===== src/rtl/pic_pkg.sv =====
package pic_pkg;

  localparam int MAX_DIMS_DEF  = 8;
  localparam int MAX_FACES_DEF = 64;

  localparam int FACE_SEL_W  = 6;
  localparam int ELEM_IDX_W  = 4;
  localparam int VALUE_W     = 32;
  localparam int PNUM_W      = 32;
  localparam int FCOUNT_W    = 7;
  localparam int DIMS_W      = 4;

  localparam int IN_TDATA_W  = 48;
  localparam int OUT_TDATA_W = 40;
  localparam int CFG_IDX_W   = 1;
  localparam int CFG_DATA_W  = 7;

  localparam logic [CFG_IDX_W-1:0] CFG_FACE_COUNT = 1'b0;
  localparam logic [CFG_IDX_W-1:0] CFG_DIMS       = 1'b1;

  localparam logic REQ_LOAD  = 1'b0;
  localparam logic REQ_POINT = 1'b1;

  localparam logic [DIMS_W-1:0] DIMS_RESET = 4'd3;

  // Q16.16 offset scaled to Q32.32 through the shared multiplier
  localparam logic signed [VALUE_W-1:0] OFFSET_SCALE = 32'sd65536;

  typedef struct packed {
    logic load_we;
    logic coord_we;
    logic clear_base;
    logic adv_base;
    logic issue;
    logic is_offset;
    logic first;
    logic last;
    logic load_out;
    logic in_hull;
  } cmd_t;

  typedef struct packed {
    logic face_done;
    logic face_pos;
  } sts_t;

endpackage


===== src/rtl/pic_ctrl.sv =====
module pic_ctrl #(
  parameter int MAX_DIMS  = pic_pkg::MAX_DIMS_DEF,
  parameter int MAX_FACES = pic_pkg::MAX_FACES_DEF,
  parameter int SW        = $clog2(MAX_DIMS + 1)
) (
  input  logic                           clk,
  input  logic                           rst_n,
  input  logic                           in_tvalid,
  input  logic                           in_req,
  input  logic                           in_last,
  output logic                           in_tready,
  output logic                           out_tvalid,
  input  logic                           out_tready,
  input  logic                           cfg_valid,
  input  logic [pic_pkg::CFG_IDX_W-1:0]  cfg_index,
  input  logic [pic_pkg::CFG_DATA_W-1:0] cfg_data,
  output pic_pkg::cmd_t                  cmd,
  output logic [SW-1:0]                  cmd_slot,
  input  pic_pkg::sts_t                  sts
);

  localparam int FW  = $clog2(MAX_FACES + 1);
  localparam int CW  = (FW > pic_pkg::FCOUNT_W) ? FW : pic_pkg::FCOUNT_W;
  localparam int DCW = (SW > pic_pkg::DIMS_W) ? SW : pic_pkg::DIMS_W;

  localparam logic [1:0] ST_IDLE   = 2'd0;
  localparam logic [1:0] ST_ISSUE  = 2'd1;
  localparam logic [1:0] ST_WAIT   = 2'd2;
  localparam logic [1:0] ST_RESULT = 2'd3;

  logic [1:0]                        state_r, state_nxt;
  logic [SW-1:0]                     slot_r, slot_nxt;
  logic [CW-1:0]                     fc_r, fc_nxt;
  logic                              inside_r, inside_nxt;
  logic                              out_valid_r, out_valid_nxt;
  logic [pic_pkg::FCOUNT_W-1:0]      face_count_r, face_count_nxt;
  logic [pic_pkg::DIMS_W-1:0]        dims_r, dims_nxt;
  logic [SW-1:0]                     d_eff;
  logic [CW-1:0]                     nf;
  logic                              accept;

  always_comb begin
    if (dims_r == '0) begin
      d_eff = SW'(1);
    end else if (DCW'(dims_r) > DCW'(MAX_DIMS)) begin
      d_eff = SW'(MAX_DIMS);
    end else begin
      d_eff = SW'(dims_r);
    end
    if (CW'(face_count_r) > CW'(MAX_FACES)) begin
      nf = CW'(MAX_FACES);
    end else begin
      nf = CW'(face_count_r);
    end
  end

  assign in_tready  = (state_r == ST_IDLE);
  assign out_tvalid = out_valid_r;
  assign accept     = in_tvalid && in_tready;
  assign cmd_slot   = slot_r;

  always_comb begin
    state_nxt      = state_r;
    slot_nxt       = slot_r;
    fc_nxt         = fc_r;
    inside_nxt     = inside_r;
    out_valid_nxt  = out_valid_r && !out_tready;
    face_count_nxt = face_count_r;
    dims_nxt       = dims_r;

    cmd            = '0;
    cmd.load_we    = accept && (in_req == pic_pkg::REQ_LOAD);
    cmd.coord_we   = accept && (in_req == pic_pkg::REQ_POINT);
    cmd.is_offset  = (slot_r == d_eff);
    cmd.first      = (slot_r == '0);
    cmd.last       = (slot_r == d_eff);
    cmd.in_hull    = inside_r;

    unique case (state_r)
      ST_IDLE: begin
        if (accept && (in_req == pic_pkg::REQ_POINT) && in_last) begin
          if (nf == '0) begin
            inside_nxt = 1'b1;
            state_nxt  = ST_RESULT;
          end else begin
            cmd.clear_base = 1'b1;
            slot_nxt       = '0;
            fc_nxt         = '0;
            state_nxt      = ST_ISSUE;
          end
        end
      end
      ST_ISSUE: begin
        cmd.issue = 1'b1;
        if (slot_r == d_eff) begin
          slot_nxt  = '0;
          state_nxt = ST_WAIT;
        end else begin
          slot_nxt = slot_r + SW'(1);
        end
      end
      ST_WAIT: begin
        if (sts.face_done) begin
          if (sts.face_pos) begin
            inside_nxt = 1'b0;
            state_nxt  = ST_RESULT;
          end else if (fc_r + CW'(1) == nf) begin
            inside_nxt = 1'b1;
            state_nxt  = ST_RESULT;
          end else begin
            fc_nxt       = fc_r + CW'(1);
            cmd.adv_base = 1'b1;
            state_nxt    = ST_ISSUE;
          end
        end
      end
      ST_RESULT: begin
        if (!out_valid_r || out_tready) begin
          cmd.load_out  = 1'b1;
          out_valid_nxt = 1'b1;
          state_nxt     = ST_IDLE;
        end
      end
    endcase

    if (cfg_valid) begin
      unique case (cfg_index)
        pic_pkg::CFG_FACE_COUNT: face_count_nxt = cfg_data;
        pic_pkg::CFG_DIMS:       dims_nxt       = cfg_data[pic_pkg::DIMS_W-1:0];
      endcase
    end
  end

  always_ff @(posedge clk) begin
    if (!rst_n) begin
      state_r      <= ST_IDLE;
      slot_r       <= '0;
      fc_r         <= '0;
      inside_r     <= 1'b0;
      out_valid_r  <= 1'b0;
      face_count_r <= '0;
      dims_r       <= pic_pkg::DIMS_RESET;
    end else begin
      state_r      <= state_nxt;
      slot_r       <= slot_nxt;
      fc_r         <= fc_nxt;
      inside_r     <= inside_nxt;
      out_valid_r  <= out_valid_nxt;
      face_count_r <= face_count_nxt;
      dims_r       <= dims_nxt;
    end
  end

endmodule


===== config.mk =====
export PLATFORM = sky130hd
export DESIGN_NAME = pic_ctrl
export DESIGN_NICKNAME = d
export VERILOG_FILES = /design/src/rtl/pic_pkg.sv /design/src/rtl/pic_ctrl.sv
export SDC_FILE = /design/constraint.sdc
export NUM_CORES = 1
export LEC_CHECK = 0
export ABC_AREA = 1
export BUFFER_PORTS_ARGS = -buffer_cell sky130_fd_sc_hd__buf_2
export CORE_UTILIZATION = 42
export CTS_CLUSTER_DIAMETER = 120
export DETAILED_ROUTE_END_ITERATION = 16
export SYNTH_ARGS = -nofsm -noshare
export SYNTH_HDL_FRONTEND = slang
export SYNTH_SLANG_ARGS = --single-unit
export TNS_END_PERCENT = 1

===== constraint.sdc =====
create_clock -name clk -period 2.05 [get_ports clk]
set_input_delay 0.205 -clock clk [delete_from_list [all_inputs] [get_ports clk]]
set_output_delay 0.205 -clock clk [all_outputs]
set_load 0.02 [all_outputs]

### Word-level counts from Yosys, hierarchy flattened

Cells that the tools add are included.

* bits in registers: 26
* input bits: 17
* output and inout bits: 16
* word-level logic and storage cells: 86

* $add $sub $neg: 2
* magnitude comparators: 2
* equality and inequality tests: 14
* mux-type cells: 39
* bitwise operators: 2
* reduce and logical (&&, ||, !) cells: 20

Operators with widths (count)
* 7-bit 2-to-1 mux: 6
* 4-bit 2-to-1 mux: 5
* 1-bit 2-to-1 mux: 17
* 2-bit 2-to-1 mux: 7
* 7-bit case mux with 2 select lines: 1
* 2-bit != test, second input constant: 6
* 4-bit logical NOT: 2
* 2-bit case mux with 4 select lines: 1
* 4-bit case mux with 2 select lines: 1
* 7-bit by 1-bit adder with 7-bit output, second input constant: 1
* 7-bit == test: 1
* 7-bit greater-than comparator, second input constant: 1
* 7-bit logical NOT: 1
* 6-bit AND reduction: 1
* 1-bit logical AND: 5
* 5-bit AND reduction: 1
* 4-bit by 1-bit adder with 4-bit output, second input constant: 1
* 2-bit == test, second input constant: 2
* 4-bit == test: 1
* 4-bit greater-than comparator, second input constant: 1
* 2-bit by 1-bit != test with 1-bit output, second input constant: 2
* 2-bit AND reduction: 2
* 4-bit AND reduction: 1
* 2-bit nonzero test: 2
* 8 further kinds: 10

### Longest topological paths before layout

Gate-level depths: netlist (run 1).

* depth in word-level cells: 7
* depth in mapped cells: 16
* depth with buffers taken out: 15

### Worst setup path after synthesis (run 1)

OpenSTA, ideal clock, no wires.

* kind: reg2reg
* from: reg state_r[1]
* to: reg slot_r[3], in the netlist cmd_slot[3]
* setup time: 0.137 ns
* arrival: 1.847 ns
* required time: 1.913 ns
* slack: 0.067 ns
* cell stages (with the launch flop): 12
* clock period less this slack: 1.983 ns
* cells stage by stage: dfxtp_1 > nor2_1 > nand2_1 > nor2_2 > nand2_1 > inv_1 > nand2_1 > o21ai_0 > nand2_1 > nor2_1 > xor2_1 > a211oi_1

RTL lines
* start, declared: line pic_ctrl.sv:31 `logic [1:0] state_r, state_nxt;`
* start signal, assigned: line pic_ctrl.sv:144 `state_r <= state_nxt;`
* end signal, assigned: line pic_ctrl.sv:145 `slot_r <= slot_nxt;`
* end, declared: line pic_ctrl.sv:32 `logic [SW-1:0] slot_r, slot_nxt;`

==> flow_summary_export.csv, run 1 <==
group,metric,value,unit
run_status,status,"finished with violations",
run_status,violations,"negative setup slack",
power,power.leakage,1.02,nW
worst_setup_path,end_kind,"output port",
global_routing,grt_pass1_vias,1514,
sta,setup_viol,1,
sta,period_share,101,%
worst_setup_path,rr_worst_depth,15,
sta,fin_ws,-11.0,ps
worst_setup_path,cp-start-kind,"flip-flop",
layout,area_growth,22.8,%
routing,dr_total_vias,1690,
synth,synth_nets,287,
placement,dp_slack,109,ps
flow_run,drv_cap,0,
synth,async_flop_share,0,%
power,power_density,1200,nW/um2
clock_network,cts_tree,"built",
sta,hold_violations,0,
clock_network,clkSlewWorstSetupHoldPaths,90,ps
clock_network,cts.hold.buffers_added,0,
synth,syn_area,1620,um2
die,initial_core_util,44.0,%
synth,yosysWarnings,0,
hold_path,hold_end,"dims_r[0]",
routing,first_pass_iters,4,
layout,layout.nets,327,
die,fp-row-count,22,
synth,synth_cell_types,22,
synth,avgSynthCellArea,6.08,um2
global_routing,antenna_found_initial,0,
placement,dp_hpwl,2.75,mm
synth,synth_seq_area_share,32.0,%
worst_setup_path,worstSetupPathType,"flip-flop to output port",
placement,gp_congestion,0.814,
clock_network,insertion_delay,270,ps
clock_network,htree_num_levels,1,
placement,place_area,1820,um2
synth,ys_ff_latch,26,
sta,finClkSkew,2.09,ps
sta,setup_tns,-11.0,ps
hold_path,hp-class,"input pin to flip-flop",
hold_path,hp-start,"cfg_data[0]",
die,die_h,64.2,um
routing,wire_per_inst,11.0,um
placement,port_buffers,32,
worst_setup_path,cp_data_arrival_time,1860,ps
routing,ant_nets,0,
routing,post-route-drc-count,0,
global_routing,grt_usage,20.3,%
clock_network,clk_path_buf_depth,2,
routing,first_iter_violations,84,
die,core-area,3690,um2
layout,n_fill_cell,387,
die,die_x,64.2,um
clock_network,cts_root_buf,"clkbuf_8",
worst_setup_path,r2r_end,"fc_r[1]",
sta,relSlewSlack,64.3,%
layout,postLayoutCellArea,1990,um2
die,ioPinCount,33,
clock_network,clkSinkCount,26,
global_routing,grt_start_max_net_pins,24,
synth,synth-edff-count,0,
die,dieArea,4120,um2
sta,tightest_slew,529,ps
layout,final_common_cell,"nand2_1",
worst_setup_path,critPathRequiredTime,1850,ps
routing,wirelength,3.91,mm
hold_path,hold_depth,3,
sta,fin_crit,2060,ps
sta,final_max_slew_viol_count,0,
layout,layout-drive-gt1-share,23.2,%
worst_setup_path,r2r_setup_slack,50,ps
layout,n_antenna_cell,0,
power,vdd_drop_max,0.723,mV
global_routing,grt_first_pass_wirelength,6.66,mm
clock_network,cts_inserted_buffers,3,
sta,max_freq,485,MHz
global_routing,grt_overflow,0,
synth,postSynthCellCount,267,
routing,vias_per_cell,4.77,
sta,rsz0062_at_grt,"yes",
sta,whs,139,ps
layout,final_cell_mix,"67 x nand2_1, 38 x inv_1, 38 x nor2_1",
worst_setup_path,worstReg2RegStart,"fc_r[1]",
worst_setup_path,cp_max_fo,4,
synth,synth_flop_cell,"dfxtp_1",
==> power breakdown <==
group / total, mW / switching [mW] / internal, mW
clock network: 0.424 / 0.163 / 0.261
registers: 0.780 / 0.150 / 0.630
logic: 1.18 / 0.726 / 0.457
total: 2.39 / 1.04 / 1.35
==> sequential cells by signal (all words and copies together) (netlist names) <==
signal and cells:
fc_r 7, cmd_slot 4, face_count_r 7, dims_r 4
inside_r 1, state_r 2, out_tvalid 1
==> Yosys cell counts, types with 2 or more instances <==
library cell  count  area [um2]
nand2_2           2        12.5
a21oi_1          20         100
o21ai_0          11        55.1
ha_1              3        37.5
nor2_2            2        12.5
inv_1            40         150
nand2_1          72         270
a211oi_1          3        22.5
buf_4             3        22.5
dfxtp_1          26         521
xor2_1            4        35.0
nand3_1          28         140
nor2_1           42         158
nand3_2           3        30.0
==> metal layers <==
layer,wire length (um),global-route usage [%],vias up
met1,1850,25.6,751
li1,-,-,911
met5,0,0,-
met3,116,3.93,2
met2,1900,35.0,26
met4,33,5.83,0
==> critical path, stage by stage (launching register included) <==
cell and delay [ps]:
dfxtp_4 370, ha_4 160, nand2_4 70, nor2_4 170
nand2_2 80, nand2_2 90, nand3_1 70, nand2_1 90
nor2_2 50, nand3_2 80, nand3_2 80, nor2_1 120
buf_4 150
==> worst max path at each step <==
stage / startpoint / endpoint / slack, ps / depth (start not counted)
final: fc_r[1] / cmd[6] / -10 / 12
after global routing: fc_r[1] / cmd[6] / -100 / 12
after CTS: fc_r[1] / cmd[6] / 30 / 12
after detailed placement: fc_r[0] / fc_r[4] / 110 / 12
after global placement: fc_r[0] / fc_r[5] / 100 / 12
after floorplan: state_r[1] / cmd_slot[3] / 70 / 11
==> final cells by class <==
| class | count | area, um2 | area share [%] |
|---|---|---|---|
| Tap cell | 48 | 60.1 | 3.01 |
| Sequential cell | 26 | 527 | 26.4 |
| Timing Repair Buffer | 41 | 230 | 11.5 |
| Clock inverter | 1 | 30.0 | 1.51 |
| Multi-Input combinational cell | 194 | 952 | 47.7 |
| Clock buffer | 3 | 41.3 | 2.07 |
| Inverter | 41 | 154 | 7.72 |
==> repair_timing <==
item | CTS | global route
endpoints found under the hold margin | 0 | 0
gates resized for setup | 6 | 14
setup buffers | 1 | 5
endpoints found under the setup margin | 1 | 3
pin swaps | 1 | 8
==> per-stage QoR <==
stage,util [%],total power [mW],instances
6_report,54.1,2.39,354
5_1_grt,54.1,2.59,354
4_1_cts,52.1,2.29,349
3_5_place_dp,49.5,1.81,344
3_3_place_gp,49.5,1.81,344
2_1_floorplan,-,1.57,267
==> logic make-up after synthesis <==
group | Yosys count | share of synthesized area, %
xor gates and xnor gates | 4 | 2.16
and+or+nand+nor | 152 | 39.9
adders and majority gates | 3 | 2.31
AOI/OAI and AO/OA | 35 | 11.5
DFF | 26 | 32.0
buffers and inverters | 47 | 12.1
Power figures use the tool's default switching activity.
==> run 2: changes to the inputs <==
Settings changed: PLACE_DENSITY from default to 0.66, RECOVER_POWER from default to 100.
Clock period 2.05 ns to 1.85 ns, I/O delays scaled along.
==> run 2 against run 1 <==
Compared with the run above: the run still ends with negative setup slack left; design area down 0.63%; clock power down 12%; count of clock-buffer cells in the layout up 1; critical path depth unchanged; utilization down 0.34 points; sequential cell count unchanged; combinational power up 10%; global-route usage fell by 0.58 points; hold slack got worse by 14 ps; critical endpoint unchanged.
==> flow_summary_export.csv, run 2 (synthesis results as in run 1) <==
group,metric,value,unit
clock_network,cts_tree,"built",
routing,first_pass_iters,4,
run_status,violations,"negative setup slack",
layout,top_regs,"face_count_r: 7 flops, fc_r: 7 flops",
placement,port_buffers,32,
routing,ant_nets,0,
sta,period_share,107,%
placement,gp_congestion,0.828,
worst_setup_path,startpoint,"fc_r[0]",
routing,wire_per_inst,10.6,um
die,core-area,3690,um2
sta,setup_viol,3,
clock_network,cts_root_buf,"clkbuf_8",
routing,wirelength,3.78,mm
clock_network,cts_inserted_buffers,3,
layout,layout-drive-gt1-share,18.4,%
routing,dr_total_vias,1704,
die,initial_core_util,44.0,%
worst_setup_path,worstSetupPathType,"flip-flop to output port",
clock_network,clk_path_buf_depth,2,
sta,hold_violations,0,
run_status,status,"finished with violations",
sta,max_freq,507,MHz
power,vdd_drop_max,0.850,mV
die,die_x,64.2,um
routing,vias_per_cell,4.77,
clock_network,clkSlewWorstSetupHoldPaths,90,ps
worst_setup_path,timing.critical_path.cells,"ha_4 -> nand2_2 -> nor2_4 -> nand2_2 -> nand2_1 -> nand3_1 -> nand2_1 -> nor2_1 -> nand3_2 -> nand3_2 -> nor2_2 -> buf_6",
sta,fin_ws,-121,ps
power,power_density,1270,nW/um2
global_routing,grt_start_max_net_pins,24,
die,fp-row-count,22,
worst_setup_path,end_kind,"output port",
power,power.leakage,0.970,nW
placement,place_area,1890,um2
layout,final_common_cell,"nand2_1",
die,ioPinCount,33,
worst_setup_path,cp.buffers_inverters,1,
worst_setup_path,path_delay_family,"simple AND/OR/NAND/NOR gates",
clock_network,cts.hold.buffers_added,0,
global_routing,grt_pass1_vias,1503,
worst_setup_path,crit_slowest_cell,"dfxtp_2",
global_routing,grt_usage,19.8,%
power,fin_total_pwr,2.52,mW
layout,n_antenna_cell,0,
global_routing,grt_first_pass_wirelength,6.40,mm
routing,post-route-drc-count,0,
sta,final_max_slew_viol_count,0,
global_routing,grt_overflow,0,
sta,finClkSkew,1.97,ps
worst_setup_path,critPathRequiredTime,1660,ps
layout,layout.nets,330,
worst_setup_path,cp_data_arrival_time,1790,ps
die,dieArea,4120,um2
worst_setup_path,cp-start-kind,"flip-flop",
sta,fin_crit,1970,ps
clock_network,htree_num_levels,1,
worst_setup_path,cp_max_fo,4,
hold_path,hp-start,"cfg_data[0]",
placement,dp_hpwl,2.88,mm
sta,setup_tns,-136,ps
sta,relSlewSlack,40.5,%
worst_setup_path,worstReg2RegStart,"fc_r[0]",
layout,final_cell_mix,"69 x nand2_1, 39 x inv_1, 38 x nor2_1",
worst_setup_path,critPathMaxStageDelay,360,ps
clock_network,insertion_delay,280,ps
die,die_h,64.2,um
flow_run,drv_cap,0,
placement,dp_slack,-38.6,ps
hold_path,hp-class,"input pin to flip-flop",
sta,rsz0062_at_grt,"yes",
layout,area_growth,22.0,%
layout,postLayoutCellArea,1980,um2
clock_network,clkSinkCount,26,
sta,tightest_slew,893,ps
global_routing,antenna_found_initial,0,
routing,first_iter_violations,63,
==> run 2: cell count changes in the layout (fill, tap and decap cells not counted), moves of 2 or more <==
cell / previous run / this run
nand2_1: 67 / 69
clkbuf_1: 0 / 15
clkbuf_2: 0 / 2
buf_2: 31 / 15
nand2_2: 6 / 4
dfxtp_2: 2 / 4
==> run 2: final timing paths <==
check	end	slack, ps	cells past startpoint
hold reg to reg	inside_r	450	2
setup reg to reg	fc_r[0]	-10	14
setup / recovery	cmd[6]	-120	12
hold / removal	dims_r[0]	130	3
==> run 2: final cells by class <==
| class | count | area, um2 |
|---|---|---|
| Tap cell | 48 | 60.1 |
| Sequential cell | 26 | 526 |
| Timing Repair Buffer | 44 | 235 |
| Clock buffer | 4 | 55.1 |
| Multi-Input combinational cell | 194 | 952 |
| Inverter | 41 | 154 |
| Fill cell | 386 | 1710 |
==> run 2: where the power goes <==
part / leakage [nW] / internal (mW) / switching, mW / total (mW)
Combinational: 0.727 / 0.501 / 0.797 / 1.30
Sequential: 0.215 / 0.697 / 0.149 / 0.845
Clock: 0.0288 / 0.191 / 0.184 / 0.375
Total: 0.970 / 1.39 / 1.13 / 2.52
==> run 2: what timing repair did <==
| item | CTS | global route |
|---|---|---|
| gates resized for setup | 15 | 2 |
| pin swaps | 3 | 0 |
| buffers inserted | 1 | 0 |
| endpoints found under the setup margin | 8 | 9 |
==> run 2: worst min-delay path, cell delays in order <==
cell	delay, ps
buf_2	90
nand2_1	50
nand3_1	50
==> run 2: metrics by stage <==
| stage | hold slack (ps) | utilization [%] | std cells |
|---|---|---|---|
| 2_1_floorplan | 298 | - | 267 |
| 5_1_grt | 141 | 53.7 | 357 |
| 3_3_place_gp | 406 | 51.3 | 352 |
| 4_1_cts | 121 | 54.2 | 357 |
| 6_report | 125 | 53.7 | 357 |
| 3_5_place_dp | 412 | 51.3 | 352 |
==> run 2: layer usage <==
layer	part of all wire [%]	track usage, %	wire length [um]
met2	45	33.9	1710
met1	49	24.5	1860
met4	1.8	8.89	69
met5	0	0	0
met3	3.6	2.50	135
==> run 3: changes to the inputs <==
Settings changed: CELL_PAD_IN_SITES_DETAIL_PLACEMENT from default to 0, CELL_PAD_IN_SITES_GLOBAL_PLACEMENT from default to 1, CORE_UTILIZATION 42 to 33, PLACE_DENSITY 0.66 to default, PLACE_DENSITY_LB_ADDON from default to 0.1.
==> run 3 against run 2 <==
Compared with the run above: the run still ends with negative setup slack left; utilization shrank 6.7 points; first-iteration DRC count shrank 7.9%; critical path depth increased by 1; power up 15%; critical path type unchanged; critical endpoint unchanged.
==> flow_summary_export.csv, run 3 (synthesis results as in run 1) <==
group,metric,value,unit
power,power_density,1300,nW/um2
worst_setup_path,cp_data_arrival_time,1840,ps
worst_setup_path,rr_worst_depth,15,
die,fp-row-count,25,
layout,final_cell_mix,"67 x nand2_1, 39 x inv_1, 34 x nor2_1",
clock_network,cts_inserted_buffers,3,
global_routing,met1_usage,23.4,%
placement,port_buffers,32,
die,ioPinCount,33,
global_routing,grt_use_met3,2.50,%
layout,post-route-util,47.1,%
power,fin_total_pwr,2.90,mW
routing,dr_total_vias,1772,
die,die_x,72.2,um
flow_run,drv_cap,0,
die,initial_core_util,34.4,%
placement,dp_hpwl,3.13,mm
die,dieArea,5210,um2
placement,dp_slack,-38.4,ps
routing,wirelength,4.28,mm
die,die_h,72.2,um
worst_setup_path,cp_max_fo,4,
routing,first_iter_violations,58,
worst_setup_path,r2r_end,"state_r[1]",
sta,final_max_slew_viol_count,0,
layout,postLayoutCellArea,2220,um2
worst_setup_path,worstSetupPathType,"flip-flop to output port",
placement,gp_congestion,0.865,
global_routing,grt_usage,16.9,%
worst_setup_path,endpoint,"cmd[6]",
sta,relSlewSlack,34.5,%
global_routing,grt_overflow,0,
placement,place_inst,380,
layout,area_growth,36.9,%
clock_network,clkSlewWorstSetupHoldPaths,100,ps
power,power.leakage,1.09,nW
clock_network,clk_path_buf_depth,2,
clock_network,insertion_delay,270,ps
global_routing,antenna_found_initial,0,
sta,period_share,110,%
layout,layout-drive-gt1-share,26.9,%
sta,setup_tns,-331,ps
die,core-area,4720,um2
sta,fin_ws,-176,ps
placement,place_area,1980,um2
hold_path,hold_depth,3,
clock_network,htree_num_levels,1,
routing,ant_nets,0,
layout,layout.nets,345,
global_routing,grt_first_pass_wirelength,6.97,mm
global_routing,grt_pass1_vias,1571,
layout,fin_cells,391,
sta,tightest_slew,982,ps
hold_path,hp-class,"input pin to flip-flop",
sta,hold_violations,0,
sta,rsz0062_at_grt,"yes",
run_status,status,"finished with violations",
routing,vias_per_cell,4.53,
worst_setup_path,worstReg2RegStart,"fc_r[0]",
clock_network,cts_tree,"built",
sta,fin_crit,2030,ps
clock_network,clkSinkCount,26,
sta,max_freq,494,MHz
global_routing,grt_use_met2,27.4,%
layout,final_common_cell,"nand2_1",
global_routing,grt-busiest-layer,"met2",
sta,whs,126,ps
layout,n_antenna_cell,0,
clock_network,cts.hold.buffers_added,0,
worst_setup_path,startpoint,"fc_r[0]",
global_routing,grt_start_max_net_pins,24,
worst_setup_path,critPathRequiredTime,1660,ps
routing,wire_per_inst,11.0,um
power,vdd_drop_max,0.398,mV
worst_setup_path,end_kind,"output port",
worst_setup_path,r2r_setup_slack,-160,ps
sta,finClkSkew,2.83,ps
sta,setup_viol,2,
worst_setup_path,cp-start-kind,"flip-flop",
routing,post-route-drc-count,0,
routing,first_pass_iters,4,
run_status,violations,"negative setup slack",
layout,top_regs,"face_count_r: 7 flops, fc_r: 7 flops",
clock_network,cts_root_buf,"clkbuf_8",
[run 3: timing repair]
item	4_1_cts	5_1_grt
buffers inserted	5	2
setup endpoints to repair	8	11
pin swaps	10	14
resized for setup	20	19
[run 3: report_power, final]
group | switching, mW | internal [mW] | total [mW]
logic | 0.898 | 0.654 | 1.55
clock network | 0.197 | 0.290 | 0.486
registers | 0.156 | 0.703 | 0.859
total | 1.25 | 1.65 | 2.90
[run 3: worst min path at each step]
stage	start	to	slack (ps)
after floorplan	cfg_data[0]	dims_r[0]	300
after global placement	cfg_data[4]	face_count_r[4]	410
after detailed placement	cfg_data[0]	dims_r[0]	420
after CTS	cfg_data[0]	dims_r[0]	120
after global routing	cfg_data[4]	face_count_r[4]	140
final	cfg_data[0]	dims_r[0]	130
[run 3: cell type report]
cell class	instances	area [um2]
clock buffers	3	41.3
clock inverters	1	30.0
fillers	525	2500
inverters	41	154
multi-input cells	194	1020
flip-flops and latches	26	531
well taps	67	83.8
repair buffers	59	360
[run 3: worst max-delay path, stage by stage, from the launching register on]
cell and delay, ps:
dfxtp_4 380, ha_4 160, nand2_4 60, nor2_4 150, nand2_2 70, nand2_2 80
nand3_2 70, nand2_2 70, nor2_2 40, nand3_2 80, nand3_2 80, buf_6 130
nor2_4 70, buf_6 110
[run 3: routing by layer]
metal | part of all wire [%] | wire [um]
met3 | 3.3 | 140
met5 | 0 | 0
met4 | 0.68 | 29
met1 | 51 | 2200
met2 | 45 | 1920
